--- src/rtl/byte_ring_fifo_with_records_assert.svh ---
// Assertion macros for the byte ring FIFO with records.
`ifndef BYTE_RING_FIFO_WITH_RECORDS_ASSERT_SVH
`define BYTE_RING_FIFO_WITH_RECORDS_ASSERT_SVH

// same-cycle implication, sampled on clock, off during reset
`define BRF_ASSERT_NOW(lbl, ante, cons, msg) \
   lbl: assert property (@(posedge clock) disable iff (reset) (ante) |-> (cons)) \
      else $error(msg);

// next-cycle implication, sampled on clock, off during reset
`define BRF_ASSERT_NEXT(lbl, ante, cons, msg) \
   lbl: assert property (@(posedge clock) disable iff (reset) (ante) |=> (cons)) \
      else $error(msg);

`endif

--- src/rtl/brf_pkg.sv ---
// Shared constants, codes and types of the byte ring FIFO with records.
package brf_pkg;

   localparam int DEPTH_LOG2 = 10;
   localparam int DEPTH      = 1 << DEPTH_LOG2;
   localparam int PTR_W      = DEPTH_LOG2 + 1;
   localparam int HDR_BYTES  = 4;

   localparam int ACT_W  = 3;
   localparam int BYTE_W = 8;
   localparam int CNT_W  = 11;
   localparam int LEN_W  = 10;
   localparam int HDR_W  = 32;
   localparam int CAP_W  = 4;

   localparam logic [CAP_W-1:0] CAP_RESET = 4'd10;

   localparam int CSR_ADDR_W = 3;
   localparam int CSR_DATA_W = 32;
   localparam logic [CSR_ADDR_W-3:0] REG_CAPACITY = '0;

   localparam logic [ACT_W-1:0] ACT_PUSH   = 3'd0;
   localparam logic [ACT_W-1:0] ACT_POP    = 3'd1;
   localparam logic [ACT_W-1:0] ACT_SKIP   = 3'd2;
   localparam logic [ACT_W-1:0] ACT_COMMIT = 3'd3;
   localparam logic [ACT_W-1:0] ACT_BEGIN  = 3'd4;
   localparam logic [ACT_W-1:0] ACT_OPEN   = 3'd5;

   typedef struct packed {
      logic load;
      logic step;
      logic emit;
   } brf_cmd_type;

   typedef struct packed {
      logic last;
   } brf_sts_type;

   typedef struct packed {
      logic                  accepted;
      logic [BYTE_W-1:0]     read_byte;
      logic [HDR_W-1:0]      record_length_out;
      logic [PTR_W-1:0]      readable_bytes;
      logic [PTR_W-1:0]      writable_bytes;
      logic [PTR_W-1:0]      read_span;
      logic [DEPTH_LOG2-1:0] read_offset;
      logic [PTR_W-1:0]      write_span;
      logic [DEPTH_LOG2-1:0] write_offset;
      logic                  is_empty;
      logic                  is_full;
   } brf_rsp_type;

endpackage

--- src/rtl/brf_ctrl.sv ---
// Sequencing state machine of the byte ring FIFO with records.
module brf_ctrl (
   input  logic                 clock,
   input  logic                 reset,
   input  logic                 req_valid,
   output logic                 req_ready,
   input  logic                 rsp_ready,
   output logic                 rsp_valid,
   input  brf_pkg::brf_sts_type sts,
   output brf_pkg::brf_cmd_type cmd
);

   localparam logic [1:0] S_IDLE   = 2'd0;
   localparam logic [1:0] S_EXEC   = 2'd1;
   localparam logic [1:0] S_SETTLE = 2'd2;
   localparam logic [1:0] S_DONE   = 2'd3;

   logic [1:0] state_ff, state_in;
   logic       rsp_valid_ff, rsp_valid_in;
   logic       out_free;

   assign out_free = !rsp_valid_ff || rsp_ready;

   always_comb begin
      state_in  = state_ff;
      cmd       = '0;
      req_ready = 1'b0;
      unique case (state_ff)
         S_IDLE: begin
            req_ready = 1'b1;
            if (req_valid) begin
               cmd.load = 1'b1;
               state_in = S_EXEC;
            end
         end
         S_EXEC: begin
            cmd.step = 1'b1;
            if (sts.last) begin
               state_in = S_SETTLE;
            end
         end
         S_SETTLE: begin
            state_in = S_DONE;
         end
         S_DONE: begin
            if (out_free) begin
               cmd.emit = 1'b1;
               state_in = S_IDLE;
            end
         end
         default: begin
            state_in = S_IDLE;
         end
      endcase
   end

   assign rsp_valid_in = cmd.emit || (rsp_valid_ff && !rsp_ready);
   assign rsp_valid    = rsp_valid_ff;

   always_ff @(posedge clock) begin
      if (reset) begin
         state_ff     <= S_IDLE;
         rsp_valid_ff <= 1'b0;
      end else begin
         state_ff     <= state_in;
         rsp_valid_ff <= rsp_valid_in;
      end
   end

endmodule

--- config.mk ---
export PLATFORM = sky130hd
export DESIGN_NAME = brf_ctrl
export DESIGN_NICKNAME = d
export VERILOG_FILES = /design/src/rtl/byte_ring_fifo_with_records_assert.svh /design/src/rtl/brf_pkg.sv /design/src/rtl/brf_ctrl.sv
export SDC_FILE = /design/constraint.sdc
export NUM_CORES = 1
export LEC_CHECK = 0
export ABC_AREA = 1
export BUFFER_PORTS_ARGS = -buffer_cell sky130_fd_sc_hd__clkbuf_2
export CAP_MARGIN = 20
export CORE_AREA = 2 2 39 41
export CTS_CLUSTER_DIAMETER = 150
export CTS_CLUSTER_SIZE = 28
export DETAILED_ROUTE_END_ITERATION = 6
export DIE_AREA = 0 0 41 43
export SLEW_MARGIN = 20
export SYNTH_ARGS = -nofsm -noshare
export SYNTH_HDL_FRONTEND = slang
export SYNTH_SLANG_ARGS = --single-unit
--- constraint.sdc ---
create_clock -name clock -period 1.5 [get_ports clock]
set_clock_uncertainty 0.1 [all_clocks]
set_input_delay 0.225 -clock clock [delete_from_list [all_inputs] [get_ports clock]]
set_output_delay 0.225 -clock clock [all_outputs]
set_load 0.01 [all_outputs]
==> impl_metrics.env, run 1 <==
export IMPL_status="completed"
export IMPL_drtIter0Drc=0
export IMPL_hold_class="in -> reg"
export IMPL_utilization=0.237
export IMPL_post_cts_resized=0
export IMPL_clk_pin_slew_ns=0.04
export IMPL_core_area_sq_mm=0.00138
export IMPL_cellLeakagePower_nw=0.200
export IMPL_drc=0
export IMPL_nets=58
export IMPL_grt_pass1_vias=232
export IMPL_ys_ff_latch=3
export IMPL_dr_pass1_iters=1
export IMPL_vias=245
export IMPL_drtAntennaViolNets=0
export IMPL_cts_root_buf="clkbuf_4"
export IMPL_rows=14
export IMPL_max_freq_mhz=704
export IMPL_grt_overflow=0
export IMPL_die_h_um=43
export IMPL_fin_area_sq_um=328
export IMPL_multi_input_area_sq_um=136
export IMPL_tritoncts="yes"
export IMPL_slew_viol_final=0
export IMPL_critPathLaunchType="register"
export IMPL_yosysWarningCount=0
export IMPL_drive_gt1_frac=0.375
export IMPL_grt_antenna_before_repair=0
export IMPL_cp_slowest_cell="dfxtp_2"
export IMPL_hold_viol=0
export IMPL_vias_per_cell=3.83
export IMPL_clk_latency_ns=0.23
export IMPL_worst_slew_pin_slew_ns=0.153
export IMPL_maxCapViolCount=0
export IMPL_crit_top_cell="inv_1"
export IMPL_globalplace_congestion=0.627
export IMPL_num_antenna_cells=0
export IMPL_critical_path_max_stage_delay_ns=0.34
export IMPL_clock_sinks=3
export IMPL_portBuffers=9
export IMPL_critPathArrivalTime_ns=1.10
export IMPL_cellPowerDensity_mw_per_mm2=1800
export IMPL_synth_cell_type_count=10
export IMPL_crit_required_ns=1.17
export IMPL_fin_cells=64
export IMPL_rsz0062_at_grt="no"
export IMPL_period_share=0.947
export IMPL_synthCells=35
export IMPL_avgSynthCellArea_sq_um=6.68
export IMPL_drt_total_wl_um=439
export IMPL_yosysSeqAreaShare=0.257
export IMPL_placed_area_sq_um=299
export IMPL_syn_nets=44
export IMPL_grt_max_degree=5
export IMPL_path_class="reg -> out"
export IMPL_die_w_um=41
export IMPL_wl_per_cell_um=6.86
export IMPL_netlist_area_sq_um=234
export IMPL_cts_htree_levels=1
export IMPL_clockBufferDepth=2
export IMPL_cts_setup_buffers=0
export IMPL_setup_viol=0
export IMPL_io_pin_count=10
export IMPL_dieArea_sq_mm=0.00176
export IMPL_fin_crit_ns=1.42
export IMPL_syn_to_final_growth_pct=40.1
export IMPL_slew_headroom=0.898
export IMPL_ctsHoldBuffers=0
export IMPL_numPlacedInstances=60
export IMPL_seqCellArea_sq_um=62.6
export IMPL_grt_pass1_wl_um=724
export IMPL_fill_cells=168
export IMPL_tns_ns=0
export IMPL_ir_drop_mv=0.299
export IMPL_cp_num_buf_inv=3
export IMPL_grt_usage=0.0622
export IMPL_initial_core_util=0.169
export IMPL_crit_family="flip-flops"
export IMPL_worstPathCellList="inv_1 -> ha_1 -> nand2_1 -> inv_1 -> clkbuf_2"
export IMPL_crit_path_end_kind="output port"
export IMPL_numCtsBuffers=3
export IMPL_dp_hpwl_um=387
export IMPL_path_max_fanout=4
==> power by group <==
part	switching [mW]	total (mW)	internal (mW)
clock	0.0416	0.141	0.0997
combinational	0.175	0.305	0.130
sequential	0.0289	0.144	0.115
==> worst register-to-register path, cell delays in order (launching register included) <==
cell and delay (ns):
dfxtp_2 0.34, inv_1 0.06, ha_1 0.24, nand2_2 0.11, nand2_2 0.05, nor2_2 0.11
nor2_1 0.05, nor2_1 0.10
==> flip-flops by register name, summed over array words and instances (netlist names) <==
signal / flops
rsp_valid: 1
state_ff: 2
==> cell families after synthesis <==
group	share of synthesized area
adder cells (fa/ha/maj)	0.214
flip-flops	0.257
buffers and inverters	0.160
AND/OR/NAND/NOR	0.326
AO/OA/AOI/OAI	0.0428
==> per-layer routing <==
metal / up-vias / global-route usage / routed length (um)
met5: - / 0 / 0
met4: 0 / 0.0400 / 0
met3: 0 / 0.0314 / 0
met2: 0 / 0.106 / 292
met1: 115 / 0.0514 / 147
li1: 130 / - / -
==> through the flow <==
step / hold slack (ns) / power [mW] / setup WS [ns]
2_1_floorplan: 0.194 / 0.363 / 0.281
3_3_place_gp: 0.307 / 0.445 / 0.260
3_5_place_dp: 0.311 / 0.452 / 0.202
4_1_cts: 0.0674 / 0.599 / 0.0155
5_1_grt: 0.0618 / 0.653 / 0.00593
6_report: 0.0714 / 0.590 / 0.0788
==> final cells by class <==
class / instances / area share
Clock buffer: 4 / 0.0802
Timing Repair Buffer: 9 / 0.137
Tap cell: 16 / 0.0611
Inverter: 10 / 0.115
Multi-Input combinational cell: 22 / 0.416
Sequential cell: 3 / 0.191
==> Yosys cell counts (all sizes together) <==
master,instances,area share
a21oi,2,0.043
dfxtp,3,0.26
ha,4,0.21
inv,10,0.16
nand2,7,0.14
nand3,1,0.021
nand4,2,0.053
nor2,6,0.11
==> cell usage in the layout (no fill, tap or decap) <==
cell	instances
a21oi_1	2
nor2_2	1
clkbuf_1	1
ha_1	4
inv_1	10
nand3_1	1
dfxtp_1	1
nand2_1	4
clkbuf_4	3
nor2_1	5
nand4_1	2
clkbuf_2	9
dfxtp_2	2
nand2_2	3
==> path summary, 6_finish.rpt <==
kind | startpoint | cells past startpoint | slack [ns] | to
hold / removal | reset | 2 | 0.07 | rsp_valid
setup reg to reg | state_ff[0] | 7 | 0.26 | state_ff[1]
setup / recovery | state_ff[0] | 5 | 0.08 | cmd[2]
hold reg to reg | rsp_valid | 2 | 0.39 | rsp_valid
(Power assumes the default switching activity.)
==> run 2: changes to the inputs <==
==> constraint.sdc (replaced) <==
create_clock -name clock -period 1.7 [get_ports clock]
set_clock_uncertainty 0.1 [all_clocks]
set_input_delay 0.255 -clock clock [delete_from_list [all_inputs] [get_ports clock]]
set_output_delay 0.255 -clock clock [all_outputs]
set_load 0.01 [all_outputs]
==> run 2 against run 1 <==
Effect of this change:
- first-iteration DRC count rose by 4
- global-route usage is 0.29 points higher
- wire length is 7.1% lower
- highest routed layer unchanged
==> impl_metrics.env, run 2 (synthesized netlist as in run 1, its figures left out) <==
export IMPL_status="completed"
export IMPL_tritoncts="yes"
export IMPL_wl_per_cell_um=6.38
export IMPL_initial_core_util=0.169
export IMPL_maxCapViolCount=0
export IMPL_grt_overflow=0
export IMPL_critical_path_max_stage_delay_ns=0.38
export IMPL_die_h_um=43
export IMPL_grt_max_degree=5
export IMPL_rsz0062_at_grt="no"
export IMPL_die_w_um=41
export IMPL_cts_htree_levels=1
export IMPL_grt_pass1_wl_um=738
export IMPL_vias=232
export IMPL_cts_setup_buffers=0
export IMPL_path_max_fanout=4
export IMPL_cellPowerDensity_mw_per_mm2=1570
export IMPL_io_pin_count=10
export IMPL_ctsHoldBuffers=0
export IMPL_clk_latency_ns=0.23
export IMPL_num_antenna_cells=0
export IMPL_slew_headroom=0.901
export IMPL_syn_to_final_growth_pct=39.0
export IMPL_crit_path_end_kind="output port"
export IMPL_routed_top_layer="met2"
export IMPL_grt_antenna_before_repair=0
export IMPL_grt_usage=0.0651
export IMPL_clk_pin_slew_ns=0.04
export IMPL_cp_slowest_cell="dfxtp_1"
export IMPL_numCtsBuffers=3
export IMPL_clock_sinks=3
export IMPL_cellLeakagePower_nw=0.199
export IMPL_rows=14
export IMPL_largest_reg_flops=2
export IMPL_crit_family="flip-flops"
export IMPL_dp_hpwl_um=369
export IMPL_hold_viol=0
export IMPL_wl_met1_um=153
export IMPL_cts_root_buf="clkbuf_4"
export IMPL_worst_slew_pin_slew_ns=0.148
export IMPL_portBuffers=9
export IMPL_critPathArrivalTime_ns=1.15
export IMPL_fill_cells=167
export IMPL_ir_drop_mv=0.246
export IMPL_globalplace_congestion=0.621
export IMPL_fin_cells=64
export IMPL_period_share=0.888
export IMPL_setup_viol=0
export IMPL_dr_pass1_iters=2
export IMPL_clockBufferDepth=2
export IMPL_drtIter0Drc=4
export IMPL_final_cell_mix="inv_1 (10), clkbuf_2 (9), nor2_1 (5)"
export IMPL_fin_crit_ns=1.51
export IMPL_crit_top_cell="inv_1"
export IMPL_regMostFlops="state_ff"
export IMPL_drt_total_wl_um=408
export IMPL_slew_viol_final=0
export IMPL_wl_met2_um=254
export IMPL_worstPathCellList="inv_1 -> ha_1 -> nand2_1 -> inv_1 -> clkbuf_2"
export IMPL_hold_slack_ns=0.106
export IMPL_grt_pass1_vias=222
export IMPL_numPlacedInstances=60
export IMPL_dieArea_sq_mm=0.00176
export IMPL_hold_class="in -> reg"
export IMPL_layout_commonest_cell="inv_1"
export IMPL_tns_ns=0
export IMPL_max_freq_mhz=663
export IMPL_cp_num_buf_inv=3
export IMPL_critPathLaunchType="register"
export IMPL_crit_required_ns=1.34
export IMPL_core_area_sq_mm=0.00138
export IMPL_vias_per_cell=3.63
export IMPL_drtAntennaViolNets=0
export IMPL_drive_gt1_frac=0.333
export IMPL_post_cts_resized=0
export IMPL_wl_met3_um=0
export IMPL_drc=0
export IMPL_nets=58
export IMPL_path_class="reg -> out"
## run 2: changes by cell type in the layout (fill, tap and decap cells not counted)
cell / change
dfxtp_1: +2
dfxtp_2: -2
## run 2: area by class of cell
cell class	count	area (sq um)	share of cell area
tap	16	20.0	0.0615
multi-input combinational	22	136	0.419
inverter	10	37.5	0.115
timing repair buffer	9	45.0	0.138
clock buffer	4	26.3	0.0808
sequential	3	60.1	0.185
## run 2: power breakdown
group	switching [mW]	total (mW)	internal [mW]
sequential	0.0256	0.122	0.0967
clock	0.0347	0.123	0.0878
combinational	0.152	0.267	0.115
total	0.213	0.512	0.299
## run 2: through the flow
stage          instance area (sq um)  power (mW)  setup WS (ns)  utilization
6_report                         325       0.512          0.191        0.235
5_1_grt                          325       0.568         0.0927        0.235
4_1_cts                          325       0.525          0.167        0.235
3_5_place_dp                     299       0.397          0.414        0.216
3_3_place_gp                     299       0.392          0.431        0.216
2_1_floorplan                    234       0.320          0.481            -
## run 2: path summary, 6_finish.rpt
kind / startpoint / endpoint / slack [ns] / cells after the start
worst max register to register: state_ff[0] / state_ff[1] / 0.42 / 7
worst min-delay path: reset / rsp_valid / 0.11 / 2
worst max-delay path: state_ff[0] / cmd[2] / 0.19 / 5
worst min register to register: rsp_valid / rsp_valid / 0.39 / 2
## run 2: routing by layer
metal / vias to the layer above / global-route usage
li1: 130 / -
met3: 0 / 0.0314
met1: 102 / 0.0543
met2: 0 / 0.103
met4: 0 / 0.0600
met5: - / 0
